[src/design/ild_pkg.sv]
// Shared types, constants and opcode flag maps of the x86 length decoder.
`default_nettype none
package ild_pkg;

    localparam int unsigned MAX_INSTR_LEN = 31;
    localparam int unsigned CNT_W         = $clog2(MAX_INSTR_LEN + 1);
    localparam int unsigned LEN_W         = 5;
    localparam int unsigned LEN_MAX       = 31;
    localparam int unsigned COVER_W       = 6;
    localparam int unsigned COVER_MAX     = 63;
    localparam int unsigned MIN_W         = 4;
    localparam int unsigned SUM_W         = ((CNT_W > COVER_W) ? CNT_W : COVER_W) + 1;
    localparam int unsigned TAIL_W        = 4;
    localparam logic [MIN_W-1:0] MIN_COVER_RST = 4'd5;

    localparam logic [15:0] F_P    = 16'h0001;
    localparam logic [15:0] F_66   = 16'h0002;
    localparam logic [15:0] F_67   = 16'h0004;
    localparam logic [15:0] F_D66  = 16'h0008;
    localparam logic [15:0] F_D1   = 16'h0010;
    localparam logic [15:0] F_D2   = 16'h0020;
    localparam logic [15:0] F_D4   = 16'h0040;
    localparam logic [15:0] F_A67  = 16'h0080;
    localparam logic [15:0] F_A1   = 16'h0100;
    localparam logic [15:0] F_A2   = 16'h0200;
    localparam logic [15:0] F_A4   = 16'h0400;
    localparam logic [15:0] F_M    = 16'h0800;
    localparam logic [15:0] F_W    = 16'h1000;
    localparam logic [15:0] F_T    = 16'h2000;
    localparam logic [15:0] F_X    = 16'h4000;
    localparam logic [15:0] F_B    = 16'h8000;
    localparam logic [15:0] F_MOD0 = 16'h2000;

    localparam int unsigned PF_OP16 = 0;
    localparam int unsigned PF_AD16 = 1;
    localparam int unsigned PF_TEST = 2;

    typedef enum logic [2:0] {
        PH_OPC   = 3'd0,
        PH_OP0F  = 3'd1,
        PH_MODRM = 3'd2,
        PH_SIB   = 3'd3,
        PH_TAIL  = 3'd4
    } t_phase;

    typedef struct packed {
        logic [LEN_W-1:0]   instr_len;
        logic               is_error;
        logic [COVER_W-1:0] cover_len;
        logic               cover_done;
    } t_result;

    function automatic logic [15:0] map_one(input logic [7:0] b);
        logic [15:0] t;
        t = '0;
        unique case (b[7:4])
            4'h0, 4'h1, 4'h2, 4'h3: begin
                unique case (b[2:0])
                    3'd0, 3'd1, 3'd2, 3'd3: t = F_M;
                    3'd4, 3'd5:             t = F_W;
                    3'd6:                   t = b[5] ? F_P : 16'h0000;
                    default:                t = (b == 8'h0F) ? F_X : 16'h0000;
                endcase
            end
            4'h6: begin
                unique case (b[3:0])
                    4'h2, 4'h3: t = F_M;
                    4'h4, 4'h5: t = F_P;
                    4'h6:       t = F_P | F_66;
                    4'h7:       t = F_P | F_67;
                    4'h8:       t = F_D66;
                    4'h9:       t = F_M | F_D66;
                    4'hA:       t = F_D1;
                    4'hB:       t = F_M | F_D1;
                    default:    t = '0;
                endcase
            end
            4'h7: t = F_D1;
            4'h8: begin
                unique case (b[3:0])
                    4'h0, 4'h2, 4'h3: t = F_M | F_D1;
                    4'h1:             t = F_M | F_D66;
                    default:          t = F_M;
                endcase
            end
            4'h9: t = (b[3:0] == 4'hA) ? (F_D66 | F_A2) : 16'h0000;
            4'hA: begin
                unique case (b[3:0])
                    4'h0, 4'h1, 4'h2, 4'h3: t = F_A67;
                    4'h8:                   t = F_D1;
                    4'h9:                   t = F_D66;
                    default:                t = '0;
                endcase
            end
            4'hB: t = b[3] ? F_D66 : F_D1;
            4'hC: begin
                unique case (b[3:0])
                    4'h0, 4'h1: t = F_M | F_D1;
                    4'h2, 4'hA: t = F_D2;
                    4'h4, 4'h5: t = F_M;
                    4'h6, 4'h7: t = F_M | F_D66;
                    4'h8:       t = F_D2 | F_D1;
                    4'hD:       t = F_D1 | F_D4;
                    default:    t = '0;
                endcase
            end
            4'hD: t = (b[3:2] == 2'b01) ? 16'h0000 : F_M;
            4'hE: begin
                unique case (b[3:0])
                    4'h8, 4'h9: t = F_D66;
                    4'hA:       t = F_D66 | F_A2;
                    4'hB:       t = F_D1;
                    4'hC, 4'hD, 4'hE, 4'hF: t = '0;
                    default:    t = F_D1;
                endcase
            end
            4'hF: begin
                unique case (b[3:0])
                    4'h0, 4'h2, 4'h3: t = F_P;
                    4'h6, 4'h7:       t = F_T;
                    4'hE, 4'hF:       t = F_M;
                    default:          t = '0;
                endcase
            end
            default: t = '0;
        endcase
        return t;
    endfunction

    function automatic logic [15:0] map_0f(input logic [7:0] b);
        logic [15:0] t;
        t = '0;
        unique case (b[7:4])
            4'h0: begin
                unique case (b[3:0])
                    4'h0, 4'h1, 4'h2, 4'h3:       t = F_M;
                    4'h6, 4'h8, 4'h9, 4'hA, 4'hB: t = '0;
                    default:                      t = F_B;
                endcase
            end
            4'h8: t = F_D66;
            4'h9: t = F_M;
            4'hA: begin
                unique case (b[3:0])
                    4'h0, 4'h1, 4'h2, 4'h8, 4'h9, 4'hA: t = '0;
                    4'h3, 4'h5, 4'hB, 4'hD, 4'hF:       t = F_M;
                    4'h4, 4'hC:                         t = F_M | F_D1;
                    default:                            t = F_B;
                endcase
            end
            4'hB: begin
                unique case (b[3:0])
                    4'h8, 4'h9: t = F_B;
                    4'hA:       t = F_M | F_D1;
                    default:    t = F_M;
                endcase
            end
            4'hC: begin
                unique case (b[3:0])
                    4'h0, 4'h1:                         t = F_M;
                    4'h2, 4'h3, 4'h4, 4'h5, 4'h6, 4'h7: t = F_B;
                    default:                            t = '0;
                endcase
            end
            default: t = F_B;
        endcase
        return t;
    endfunction

endpackage
`default_nettype wire

[src/design/ild_in_stage.sv]
// Input register of the length decoder: holds one code byte until it is decoded.
`default_nettype none
module ild_in_stage (
    input  wire logic       i_clk,
    input  wire logic       i_rst_n,
    input  wire logic       i_valid,
    output logic            o_ready,
    input  wire logic [7:0] i_byte,
    input  wire logic       i_advance,
    output logic            o_valid,
    output logic [7:0]      o_byte
);
    import ild_pkg::*;

    logic       r_valid;
    logic [7:0] r_byte;

    assign o_ready = !r_valid || i_advance;
    assign o_valid = r_valid;
    assign o_byte  = r_byte;

    always_ff @(posedge i_clk) begin
        if (!i_rst_n) begin
            r_valid <= 1'b0;
        end else if (o_ready) begin
            r_valid <= i_valid;
        end
    end

    always_ff @(posedge i_clk) begin
        if (i_valid && o_ready) begin
            r_byte <= i_byte;
        end
    end

endmodule
`default_nettype wire

[src/design/ild_core.sv]
// Decode state of the length decoder and the per-byte next-state logic.
`default_nettype none
module ild_core (
    input  wire logic                      i_clk,
    input  wire logic                      i_rst_n,
    input  wire logic                      i_step,
    input  wire logic [7:0]                i_byte,
    input  wire logic [ild_pkg::MIN_W-1:0] i_min_cover_len,
    output logic                           o_emit,
    output ild_pkg::t_result               o_result
);
    import ild_pkg::*;

    t_phase               r_phase, n_phase;
    logic [2:0]           r_pfx, n_pfx;
    logic [15:0]          r_pend, n_pend;
    logic [CNT_W-1:0]     r_cnt, n_cnt;
    logic [TAIL_W-1:0]    r_tail, n_tail;
    logic [COVER_W-1:0]   r_cover, n_cover;

    logic [CNT_W-1:0]     cnt_inc;
    logic [15:0]          tbl;
    logic [15:0]          fin_flags;
    logic [15:0]          fin_f;
    logic [TAIL_W-1:0]    fin_tail;
    logic                 do_finish;
    logic                 do_end;
    logic                 do_err;
    logic [1:0]           mod;
    logic [2:0]           rm;
    logic [SUM_W-1:0]     cnt_ext;
    logic [SUM_W-1:0]     cover_sum;
    logic [COVER_W-1:0]   cover_sat;
    logic                 cover_hit;

    always_ff @(posedge i_clk) begin
        if (!i_rst_n) begin
            r_phase <= PH_OPC;
            r_pfx   <= '0;
            r_pend  <= '0;
            r_cnt   <= '0;
            r_tail  <= '0;
            r_cover <= '0;
        end else if (i_step) begin
            r_phase <= n_phase;
            r_pfx   <= n_pfx;
            r_pend  <= n_pend;
            r_cnt   <= n_cnt;
            r_tail  <= n_tail;
            r_cover <= n_cover;
        end
    end

    always_comb begin
        cnt_inc   = (r_cnt < CNT_W'(MAX_INSTR_LEN)) ? r_cnt + 1'b1 : r_cnt;
        n_phase   = r_phase;
        n_pfx     = r_pfx;
        n_pend    = r_pend;
        n_cnt     = cnt_inc;
        n_tail    = r_tail;
        n_cover   = r_cover;
        tbl       = '0;
        fin_flags = '0;
        do_finish = 1'b0;
        do_end    = 1'b0;
        do_err    = 1'b0;
        mod       = i_byte[7:6];
        rm        = i_byte[2:0];

        unique case (r_phase)
            PH_OP0F: begin
                tbl = map_0f(i_byte);
                if (|(tbl & F_B)) begin
                    do_err = 1'b1;
                end else begin
                    n_pfx = '0;
                    if (|(tbl & F_M)) begin
                        n_pend  = tbl;
                        n_phase = PH_MODRM;
                    end else begin
                        fin_flags = tbl;
                        do_finish = 1'b1;
                    end
                end
            end
            PH_MODRM: begin
                if (r_pfx[PF_TEST]) begin
                    if (|(i_byte & 8'h38)) begin
                        n_pend = n_pend & ~(F_D1 | F_D66);
                    end
                    n_pfx[PF_TEST] = 1'b0;
                end
                do_finish = 1'b1;
                if (mod != 2'b11) begin
                    if (r_pfx[PF_AD16]) begin
                        if (mod == 2'b00 && rm == 3'd6) n_pend = n_pend | F_A2;
                        if (mod == 2'b01)               n_pend = n_pend | F_A1;
                        if (mod == 2'b10)               n_pend = n_pend | F_A2;
                    end else begin
                        if (mod == 2'b01) n_pend = n_pend | F_A1;
                        if (mod == 2'b10) n_pend = n_pend | F_A4;
                        if (rm == 3'd4) begin
                            if (mod == 2'b00) n_pend = n_pend | F_MOD0;
                            n_phase   = PH_SIB;
                            do_finish = 1'b0;
                        end else if (rm == 3'd5 && mod == 2'b00) begin
                            n_pend = n_pend | F_A4;
                        end
                    end
                end
                fin_flags = n_pend;
            end
            PH_SIB: begin
                fin_flags = r_pend & ~F_MOD0;
                if (i_byte[2:0] == 3'd5 && |(r_pend & F_MOD0)) begin
                    fin_flags = fin_flags | F_A4;
                end
                do_finish = 1'b1;
            end
            PH_TAIL: begin
                n_tail = (r_tail != '0) ? r_tail - 1'b1 : r_tail;
                if (n_tail == '0) do_end = 1'b1;
            end
            default: begin
                tbl = map_one(i_byte);
                if (|(tbl & F_P)) begin
                    if (|(tbl & F_66)) n_pfx[PF_OP16] = 1'b1;
                    if (|(tbl & F_67)) n_pfx[PF_AD16] = 1'b1;
                    n_phase = PH_OPC;
                end else if (|(tbl & F_T)) begin
                    n_pfx          = '0;
                    n_pfx[PF_TEST] = 1'b1;
                    n_pend  = F_M | (i_byte[0] ? F_D66 : F_D1);
                    n_phase = PH_MODRM;
                end else if (|(tbl & F_X)) begin
                    n_phase = PH_OP0F;
                end else begin
                    if (|(tbl & F_W)) begin
                        tbl = (tbl & ~F_W) | (i_byte[0] ? F_D66 : F_D1);
                    end
                    if (|(tbl & F_M)) begin
                        n_pend  = tbl;
                        n_phase = PH_MODRM;
                    end else begin
                        fin_flags = tbl;
                        do_finish = 1'b1;
                    end
                end
            end
        endcase

        fin_f = fin_flags;
        if (|(fin_f & F_A67)) fin_f = fin_f | (n_pfx[PF_AD16] ? F_A2 : F_A4);
        if (|(fin_f & F_D66)) fin_f = fin_f | (n_pfx[PF_OP16] ? F_D2 : F_D4);
        fin_tail = ((|(fin_f & F_A1)) ? 4'd1 : 4'd0)
                 + ((|(fin_f & F_A2)) ? 4'd2 : 4'd0)
                 + ((|(fin_f & F_A4)) ? 4'd4 : 4'd0)
                 + ((|(fin_f & F_D1)) ? 4'd1 : 4'd0)
                 + ((|(fin_f & F_D2)) ? 4'd2 : 4'd0)
                 + ((|(fin_f & F_D4)) ? 4'd4 : 4'd0);
        if (do_finish) begin
            if (fin_tail == '0) begin
                do_end = 1'b1;
            end else begin
                n_pend  = fin_f;
                n_tail  = fin_tail;
                n_phase = PH_TAIL;
            end
        end

        cnt_ext   = SUM_W'(cnt_inc);
        cover_sum = SUM_W'(r_cover) + cnt_ext;
        cover_sat = (cover_sum > SUM_W'(COVER_MAX)) ? COVER_W'(COVER_MAX)
                                                     : cover_sum[COVER_W-1:0];
        cover_hit = cover_sat >= COVER_W'(i_min_cover_len);

        o_result.instr_len  = (cnt_ext > SUM_W'(LEN_MAX)) ? LEN_W'(LEN_MAX)
                                                          : cnt_ext[LEN_W-1:0];
        o_result.is_error   = do_err;
        o_result.cover_len  = do_err ? '0 : cover_sat;
        o_result.cover_done = !do_err && cover_hit;

        if (do_end || do_err) begin
            n_phase = PH_OPC;
            n_pfx   = '0;
            n_pend  = '0;
            n_cnt   = '0;
            n_tail  = '0;
            n_cover = (do_err || cover_hit) ? '0 : cover_sat;
        end

        o_emit = i_step && (do_end || do_err);
    end

endmodule
`default_nettype wire

[src/design/ild_out_stage.sv]
// Result register of the length decoder: holds one result until it is taken.
`default_nettype none
module ild_out_stage (
    input  wire logic              i_clk,
    input  wire logic              i_rst_n,
    input  wire logic              i_load,
    input  ild_pkg::t_result       i_result,
    input  wire logic              i_take,
    output logic                   o_valid,
    output ild_pkg::t_result       o_result
);
    import ild_pkg::*;

    logic    r_valid;
    t_result r_result;

    assign o_valid  = r_valid;
    assign o_result = r_result;

    always_ff @(posedge i_clk) begin
        if (!i_rst_n) begin
            r_valid <= 1'b0;
        end else if (i_load) begin
            r_valid <= 1'b1;
        end else if (i_take) begin
            r_valid <= 1'b0;
        end
    end

    always_ff @(posedge i_clk) begin
        if (i_load) begin
            r_result <= i_result;
        end
    end

endmodule
`default_nettype wire

[src/design/x86_instruction_length_decoder_unit.sv]
// Top level of the streaming x86 32-bit instruction length decoder.
// Code bytes enter one per item and one per cycle; a byte is decoded against the
// opcode flag maps and the decode state while it sits in the input register, and
// its result, if any, sits in the result register from the next cycle on.
// Throughput is one byte per cycle, set by the single decode step between the
// input and result registers; a result that waits holds the input register and
// the decode state, and input stalls with it. A result comes at the last byte of
// each instruction, or at the byte after 0F when that opcode is invalid.
`default_nettype none
module x86_instruction_length_decoder_unit (
    input  wire logic                          i_clk,
    input  wire logic                          i_rst_n,
    input  wire logic                          i_in_valid,
    output logic                               o_in_ready,
    input  wire logic [7:0]                    i_code_byte,
    output logic                               o_out_valid,
    input  wire logic                          i_out_ready,
    output logic [ild_pkg::LEN_W-1:0]          o_instr_len,
    output logic                               o_is_error,
    output logic [ild_pkg::COVER_W-1:0]        o_cover_len,
    output logic                               o_cover_done,
    input  wire logic                          i_cfg_wr_en,
    input  wire logic [ild_pkg::MIN_W-1:0]     i_cfg_min_cover_len
);
    import ild_pkg::*;

    logic [MIN_W-1:0] r_min;
    logic             in_valid;
    logic [7:0]       in_byte;
    logic             advance;
    logic             emit;
    t_result          core_result;
    t_result          out_result;

    always_ff @(posedge i_clk) begin
        if (!i_rst_n) begin
            r_min <= MIN_COVER_RST;
        end else if (i_cfg_wr_en) begin
            r_min <= i_cfg_min_cover_len;
        end
    end

    assign advance = in_valid && (!o_out_valid || i_out_ready);

    ild_in_stage u_in (
        .i_clk     (i_clk),
        .i_rst_n   (i_rst_n),
        .i_valid   (i_in_valid),
        .o_ready   (o_in_ready),
        .i_byte    (i_code_byte),
        .i_advance (advance),
        .o_valid   (in_valid),
        .o_byte    (in_byte)
    );

    ild_core u_core (
        .i_clk           (i_clk),
        .i_rst_n         (i_rst_n),
        .i_step          (advance),
        .i_byte          (in_byte),
        .i_min_cover_len (r_min),
        .o_emit          (emit),
        .o_result        (core_result)
    );

    ild_out_stage u_out (
        .i_clk    (i_clk),
        .i_rst_n  (i_rst_n),
        .i_load   (emit),
        .i_result (core_result),
        .i_take   (i_out_ready),
        .o_valid  (o_out_valid),
        .o_result (out_result)
    );

    assign o_instr_len  = out_result.instr_len;
    assign o_is_error   = out_result.is_error;
    assign o_cover_len  = out_result.cover_len;
    assign o_cover_done = out_result.cover_done;

    a_err_no_cover: assert property (@(posedge i_clk) disable iff (!i_rst_n)
        o_out_valid && o_is_error |-> o_cover_len == '0 && !o_cover_done)
        else $error("error result carries covered length");

    a_done_reaches_min: assert property (@(posedge i_clk) disable iff (!i_rst_n)
        o_out_valid && o_cover_done |-> o_cover_len >= COVER_W'(r_min))
        else $error("cover_done below configured minimum");

    a_len_nonzero: assert property (@(posedge i_clk) disable iff (!i_rst_n)
        o_out_valid |-> o_instr_len != '0)
        else $error("result with zero instruction length");

    a_stall_holds_input: assert property (@(posedge i_clk) disable iff (!i_rst_n)
        in_valid && !advance |=> in_valid && $stable(in_byte))
        else $error("input register changed while stalled");

endmodule
`default_nettype wire

[config.mk]
export PLATFORM = sky130hd
export DESIGN_NAME = x86_instruction_length_decoder_unit
export DESIGN_NICKNAME = d
export VERILOG_FILES = /design/src/design/ild_pkg.sv /design/src/design/ild_in_stage.sv /design/src/design/ild_core.sv /design/src/design/ild_out_stage.sv /design/src/design/x86_instruction_length_decoder_unit.sv
export SDC_FILE = /design/constraint.sdc
export NUM_CORES = 1
export LEC_CHECK = 0
export BUFFER_PORTS_ARGS = -buffer_cell sky130_fd_sc_hd__buf_2
export CORE_MARGIN = 5
export CORE_UTILIZATION = 65
export CTS_CLUSTER_DIAMETER = 100
export DETAILED_ROUTE_END_ITERATION = 10
export GPL_ROUTABILITY_DRIVEN = 0
export GPL_TIMING_DRIVEN = 0
export PLACE_DENSITY = 0.81
export SYNTH_ARGS = -nofsm -noshare
export SYNTH_HDL_FRONTEND = slang
export SYNTH_HIERARCHICAL = 1
export SYNTH_SLANG_ARGS = --single-unit
[constraint.sdc]
create_clock -name i_clk -period 9.9 [get_ports i_clk]
set_input_delay 0 -clock i_clk [delete_from_list [all_inputs] [get_ports i_clk]]
set_output_delay 0 -clock i_clk [all_outputs]
set_load 0.05 [all_outputs]
Word-level counts from Yosys, hierarchy flattened. Memories as Yosys holds them, arrays and structs flattened. A register that Yosys moved wholly into a read port is not among the register bits. Cells that the tools add are included.

Add/sub/neg operators: 8. $mul: 0. Divide/modulo/power cells: 0. $lt $le $gt $ge: 3. Equal/unequal tests: 41. Shifts and indexed selects: 0. Multiplexer cells: 117. Bitwise gates (word level): 3. Reduce and logical (&&, ||, !) cells: 37.

Operator list (number): $mux 16 (25); $pmux 16 s11 (1); $pmux 16 s3 (2); $pmux 16 s6 (1); $pmux 16 s4 (1); $mux 14 (4); $mux 3 (18); $eq 4x4->1 const B (13); $or 16x16->16 (3); $mux 11 (4); $pmux 14 s3 (1); $mux 4 (10); $pmux 16 s2 (1); $mux 10 (3); $mux 15 (2); $mux 5 (6); $pmux 8 s3 (1); $mux 1 (23); $add 4x4->4 (5); $mux 9 (2); $eq 4x2->1 const B (4); $eq 4x3->1 const B (4); $logic_not 4->1 (4); $reduce_or 4->1 (4); 37 further kinds (67).

Bits in registers: 64. Latch bits: 0. Bits in writable memories: 0. ROM bits: 320. Bits of input ports: 17. Output and inout bits: 15. Logic and storage cells: 230. Memories: 6.

Memory list: (no name shown) (words 16, bits a word 6, read ports 1, clocked after memory_dff 1, wr ports 0, line ild_pkg.sv:66) `unique case (b[3:0])`; (no name shown) (words 16, bits a word 5, read ports 1, clocked after memory_dff 1, wr ports 0, line ild_pkg.sv:97) `unique case (b[3:0])`; (no name shown) (words 16, bits a word 3, read ports 1, clocked after memory_dff 1, wr ports 0, line ild_pkg.sv:144) `unique case (b[3:0])`; (no name shown) (words 16, bits a word 3, read ports 1, clocked after memory_dff 1, wr ports 0, line ild_pkg.sv:109) `unique case (b[3:0])`; (no name shown) (words 16, bits a word 2, read ports 1, clocked after memory_dff 1, wr ports 0, line ild_pkg.sv:135) `unique case (b[3:0])`; (no name shown) (words 8, bits a word 2, read ports 1, clocked after memory_dff 1, wr ports 0, line ild_pkg.sv:159) `unique case (b[3:0])`.

Logic depth before layout (Yosys ltp).
Depth after elaboration: 32. Depth in mapped cells: 19. Depth with buffers taken out: 19.

Modules after synthesis. Netlist, hierarchy kept.

Modules (own cells, without submodules): ild_core (instances 1, cells an instance 456, area an instance 3281.9 sq um, seq. area each 600.6 sq um); ild_out_stage (instances 1, cells an instance 16, area an instance 431.7 sq um, seq. area each 410.4 sq um); ild_in_stage (instances 1, cells an instance 13, area an instance 297.8 sq um, seq. area each 260.2 sq um); x86_instruction_length_decoder_unit (instances 1, cells an instance 15, area an instance 156.4 sq um, seq. area each 80.1 sq um).

Worst setup path after synthesis. No wires, ideal clock.

Kind: reg2reg. Start point: register u_in.r_byte[4], in the netlist u_in/o_byte[4]. End point: register u_core.r_pend[10]. Setup time: 0.117 ns. Data arrival time: 3.863 ns. Required time: 9.783 ns. Setup slack: 5.920 ns. Stages on the path, launching flop included: 19. Buffers on the path: 3. Clock period less this slack: 3.980 ns. Cells stage by stage: edfxtp_1 > buf_2 > nand2b_1 > a2111oi_0 > a31oi_1 > and3_1 > buf_2 > a31o_1 > buf_2 > a31oi_1 > inv_1 > ha_1 > a21o_1 > a21oi_1 > and4b_1 > nor2_1 > nand2_2 > mux2_2 > a22o_1.

Longest elaborated chain between the ends: 30. Elaborated cells on any way between the ends: 95. Those cells by class: 5 x add/sub; 14 x eq/ne; 68 x mux; 3 x bitwise; 5 x reduce/logical.

RTL lines: start, declared (line ild_in_stage.sv:16) `logic [7:0] r_byte;`; start signal, assigned (line ild_in_stage.sv:32) `r_byte <= i_byte;`; $eq 4x1->1 (tied with other cells) (line ild_pkg.sv:56) `unique case (b[7:4])`; $reduce_or 4->1 (line ild_pkg.sv:56); $pmux 16 s11 (line ild_pkg.sv:56); $mux 16 (line ild_core.sv:70) `unique case (r_phase)`; $or 16x16->16 (line ild_core.sv:139) `tbl = (tbl & ~F_W) | (i_byte[0] ? F_D66 : F_D1);`; $mux 16 (line ild_core.sv:138) `if (|(tbl & F_W)) begin`; $mux 16 (line ild_core.sv:135) `end else if (|(tbl & F_X)) begin`; $mux 16 (line ild_core.sv:130) `end else if (|(tbl & F_T)) begin`; (+14 left out); $add 4x4->4 (line ild_core.sv:158) `+ ((|(fin_f & F_D1)) ? 4'd1 : 4'd0)`; $add 4x4->4 (line ild_core.sv:159) `+ ((|(fin_f & F_D2)) ? 4'd2 : 4'd0)`; $add 4x4->4 (line ild_core.sv:160) `+ ((|(fin_f & F_D4)) ? 4'd4 : 4'd0);`; $logic_not 4->1 (line ild_core.sv:162) `if (fin_tail == '0) begin`; $mux 1 (line ild_core.sv:162); $mux 1 (line ild_core.sv:161) `if (do_finish) begin`; $logic_or 1x1->1 (line ild_core.sv:183) `if (do_end || do_err) begin`; $mux 16 * (line ild_core.sv:183); end signal, assigned (line ild_core.sv:47) `r_pend <= n_pend;`; end, declared (line ild_core.sv:16) `logic [15:0] r_pend, n_pend;`.

Every way passes the cells marked *; elsewhere a longest branch is shown, timed or not. The select of a mux whose other input is x is not followed. A chain may end at the register's enable or synchronous reset.

Worst setup path after layout.
Start point: register u_in.r_byte[4], in the netlist u_in/o_byte[4]. End point: register u_out.r_result (netlist bit u_out/o_result[12]), enable pin.

Longest elaborated chain between the ends: 30. Elaborated cells on any way between the ends: 86. Those cells by class: 5 x add/sub; 14 x eq/ne; 58 x mux; 3 x bitwise; 6 x reduce/logical.

RTL lines: $eq 4x1->1 (tied with other cells) (line ild_pkg.sv:56); $reduce_or 4->1 (line ild_pkg.sv:56); $pmux 16 s11 (line ild_pkg.sv:56); $mux 16 (line ild_core.sv:70); $or 16x16->16 (line ild_core.sv:139); $mux 16 (line ild_core.sv:138); $mux 16 (line ild_core.sv:135); $mux 16 (line ild_core.sv:130); (+15 left out); $add 4x4->4 (line ild_core.sv:159); $add 4x4->4 (line ild_core.sv:160); $logic_not 4->1 (line ild_core.sv:162); $mux 1 (line ild_core.sv:162); $mux 1 (line ild_core.sv:161); $logic_or 1x1->1 * (line ild_core.sv:192) `o_emit = i_step && (do_end || do_err);`; $logic_and 1x1->1 * (line ild_core.sv:192); via emit (line x86_instruction_length_decoder_unit.sv:31) `logic emit;`; end signal, assigned (line ild_out_stage.sv:32) `r_result <= i_result;`; end, declared (line ild_out_stage.sv:15) `t_result r_result;`.

Mark *: on every way through the listed nets, which the timed path passes. The rest lies on a longest branch. The select of a mux whose other input is x is not followed.

==> metrics.txt <==
crit share post-route between 40% and 50%; count of final setup violators 0; initial drt markers a little under 600; Leak Pwr a little under 2 nW; CP required around 9.9 ns; Num CTS Buffers 9; number of iterations in the first detailed-routing pass 6; worst hold path type in -> reg; Rows 29; pin count of the biggest net entering global routing 20; Hold Path Stages 3; RSZ-0062 raised after global routing false; most used cell, CP buf_2; Post-CTS Setup Inserts 0; CTS tree yes; Reg power frac ~40%; reg2reg setup slack around 5 ns; Antenna Nets Post-Route 0; Post-synth top flop dfxtp_1; crit path capture type flop; Final Hold Slack ~0.027 ns; Worst R2R Path Depth 17; R2R Path Start u_in/o_byte[4]; fin cells 637; Post-Place Setup Slack about 5.1 ns; synth unique cells 86; vias in the first global route about 3,900; P per Cell Area between 100 and 150 nW/um^2; r2r endpoint u_out/o_result[12]; clock tree sinks 57; max cap viols 0; initial antenna violation count 0; total gr overflow 0; IO Count 32; Filler cells 460; root buf cell clkbuf_8; Comb pwr share 26.0%; die width around 90 um; slew margin rel. 47.75%; final hold vios 0; gr usage total 28.76%; Post-Syn Nets 533; Starting Density between 60% and 70%; Min Clock Period, post-route a little under 5 ns; EDFF count, synth 21; switching share of power 34.67%; Worst path max stage delay roughly 0.53 ns; CP Data Arrival Time between 4 and 5 ns; slowest CP cell o31ai_2; total wire length about 12 mm; setup ws final 4.956 ns; CP max FO 19; crit-path cells buf_2 -> nand2b_1 -> a2111oi_0 -> a31oi_1 -> and3_1 -> buf_2 -> a31o_1 -> buf_2 -> a31oi_1 -> inv_1 -> ha_1 -> a21o_1 -> a21oi_1 -> nand4b_1 -> o31ai_2 -> nand2_1 -> inv_2; DRC 0; clock slew at reported path FFs approximately 0.07 ns; final setup TNS 0 ns; Power Total ~0.00066 W; Seq/Total Area, Yosys between 30 and 40%; #FFs+latches synth 57; die area approximately 8000 um^2; # diodes 0; CTS H-tree lvls 3; kind of critical path reg -> reg; clock power share approximately 34%; layout cells sized above 1 15.71%; internal power approximately 0.00043 W; commonest non-fill, non-tap cell in the layout nand2_1; Clock Latency Late Sink about 0.34 ns; startpoint types flop; Cells after Synth 500; P_sw ~0.00023 W; fin. max-slew vios 0; min-delay src i_out_ready; synth warn 6; Core ar. about 6300 um^2; FMAX 0.2023 GHz; hpwl dp about 8.6 mm; Die Height between 90 and 100 um; Cell Area, Synth 4168 um^2; most frequent cells in the layout 47 x nand2_1, 41 x buf_2, 36 x dfxtp_1; WL/cell 18.86 um; Vias/cell ~6.7; Max VDD drop between 0.0001 and 0.00015 V; # port buffers 30; layout net count about 600; skew final 0.01271 ns; largest buffer count on any clock path 2; first-pass GRT wire length ~19 mm; Area Overhead vs Synth 14.17%; Placed Instances approximately 610; outcome finished, final reports clean; Min-Delay Endpoint u_out/o_valid; syn_area_per_cell 8.335 um^2; worst slew pin tran roughly 0.78 ns; Vias between 4,000 and 5,000; ys async rst share 0%
[registers in the layout, summed over array words and instances (netlist names)]
signal          count
r_min               4
u_core/r_cnt        5
u_core/r_cover      6
u_core/r_pend       9
u_core/r_pfx        3
u_core/r_phase      3
u_core/r_tail       4
u_in/o_byte         8
u_in/o_valid        1
u_out/o_result     13
u_out/o_valid       1
[per-layer routing]
layer | vias to the layer above | wire [um] | GRT usage [%]
met5 | - | 0 | 0
met4 | 0 | 486 | 12.90
met3 | 66 | 1364 | 5.927
met2 | 292 | 5250 | 42.87
met1 | 1922 | 4912 | 40.05
li1 | 1968 | - | -
[what timing repair did]
item	in CTS	in global routing
gates resized for setup	0	0
hold buffers	14	0
endpoints found under the hold margin	14	0
[cells by family (layout without fill, tap and decap cells)]
group / count (synthesis) / after routing / share of synthesized area [%]
flops: 57 / 57 / 32.42
fa+ha+maj: 16 / 16 / 5.164
mux: 11 / 11 / 2.702
compound gates: 154 / 154 / 27.23
buf+inv: 60 / 120 / 6.124
xor+xnor: 7 / 7 / 1.471
simple gates: 195 / 195 / 24.89
[through the flow]
stage               util [%]  instance area, um^2
finish                 75.80                 4758
global route           75.80                 4758
CTS                    75.80                 4758
detailed placement     70.32                 4414
global placement       70.32                 4414
floorplan                  -                 4168
[worst max-delay path: cells and delay by family (launching register included)]
kind                     cells  cell delay [ns]
adder cells (fa/ha/maj)      1             0.31
AND/OR/NAND/NOR              4             0.78
buffers and inverters        5             1.03
flip-flops                   1             0.42
AO/OA/AOI/OAI                7             2.06
[synth_stat cells, types with 3 or more instances]
cell	count	area [um^2]
a21oi_1	30	150.1
nand2_1	47	176.4
or3_1	3	18.77
inv_1	23	86.33
a32o_1	5	50.05
a31o_2	6	52.55
nor4_1	6	37.54
xor2_1	4	35.03
o31ai_1	3	22.52
nor3_1	14	70.07
and2_1	11	68.82
nand2b_1	11	68.82
o21ai_0	23	115.1
buf_2	11	55.05
nand3_1	17	85.08
a22o_1	9	78.83
ha_1	14	175.2
o21bai_1	4	30.03
nor3b_1	4	30.03
clkbuf_1	16	60.06
o22ai_1	3	18.77
a21o_1	4	30.03
a22oi_1	7	52.55
nor2_1	35	131.4
nand4_1	4	25.02
edfxtp_1	21	630.6
o21a_1	8	60.06
a311oi_1	3	26.28
a31oi_1	11	68.82
and3_1	7	43.79
mux2i_1	9	90.09
dfxtp_1	36	720.7
nor2b_1	17	106.4
xnor2_1	3	26.28
o221ai_1	3	26.28
a21boi_0	3	22.52
[how the worst max path moves through the flow]
stage / slack [ns] / startpoint / endpoint / cells past startpoint
after floorplan: 5.92 / u_in/o_byte[4] / u_core/r_pend[10] / 18
after global placement: 5.27 / u_in/o_byte[4] / u_out/o_result[1] / 17
after detailed placement: 5.11 / u_in/o_byte[4] / u_out/o_result[1] / 17
after CTS: 5.07 / u_in/o_byte[4] / u_out/o_result[5] / 17
after global routing: 4.66 / u_in/o_byte[3] / u_out/o_result[8] / 17
final: 4.96 / u_in/o_byte[4] / u_out/o_result[12] / 17
[layout make-up]
cell class              count  area, um^2  share of cell area (%)
multi-input cells         383        2561                   53.83
flip-flops and latches     57        1351                   28.40
repair buffers             44       290.3                   6.100
clock buffers              11       162.7                   3.418
plain buffers              33       153.9                   3.234
inverters                  27       101.3                   2.130
well taps                  77       96.34                   2.025
clock inverters             5       41.29                  0.8677
[power groups by stage]
stage	Clock, W	Sequential, W	Combinational, W
6_report	0.000223	0.000263	0.000171
5_1_grt	0.000237	0.000264	0.000182
4_1_cts	0.000224	0.000263	0.000165
3_5_place_dp	0	0.000268	0.000160
3_3_place_gp	0	0.000267	0.000156
2_1_floorplan	0	0.000284	0.000104
Note: power is estimated with default switching activity, not from simulation.
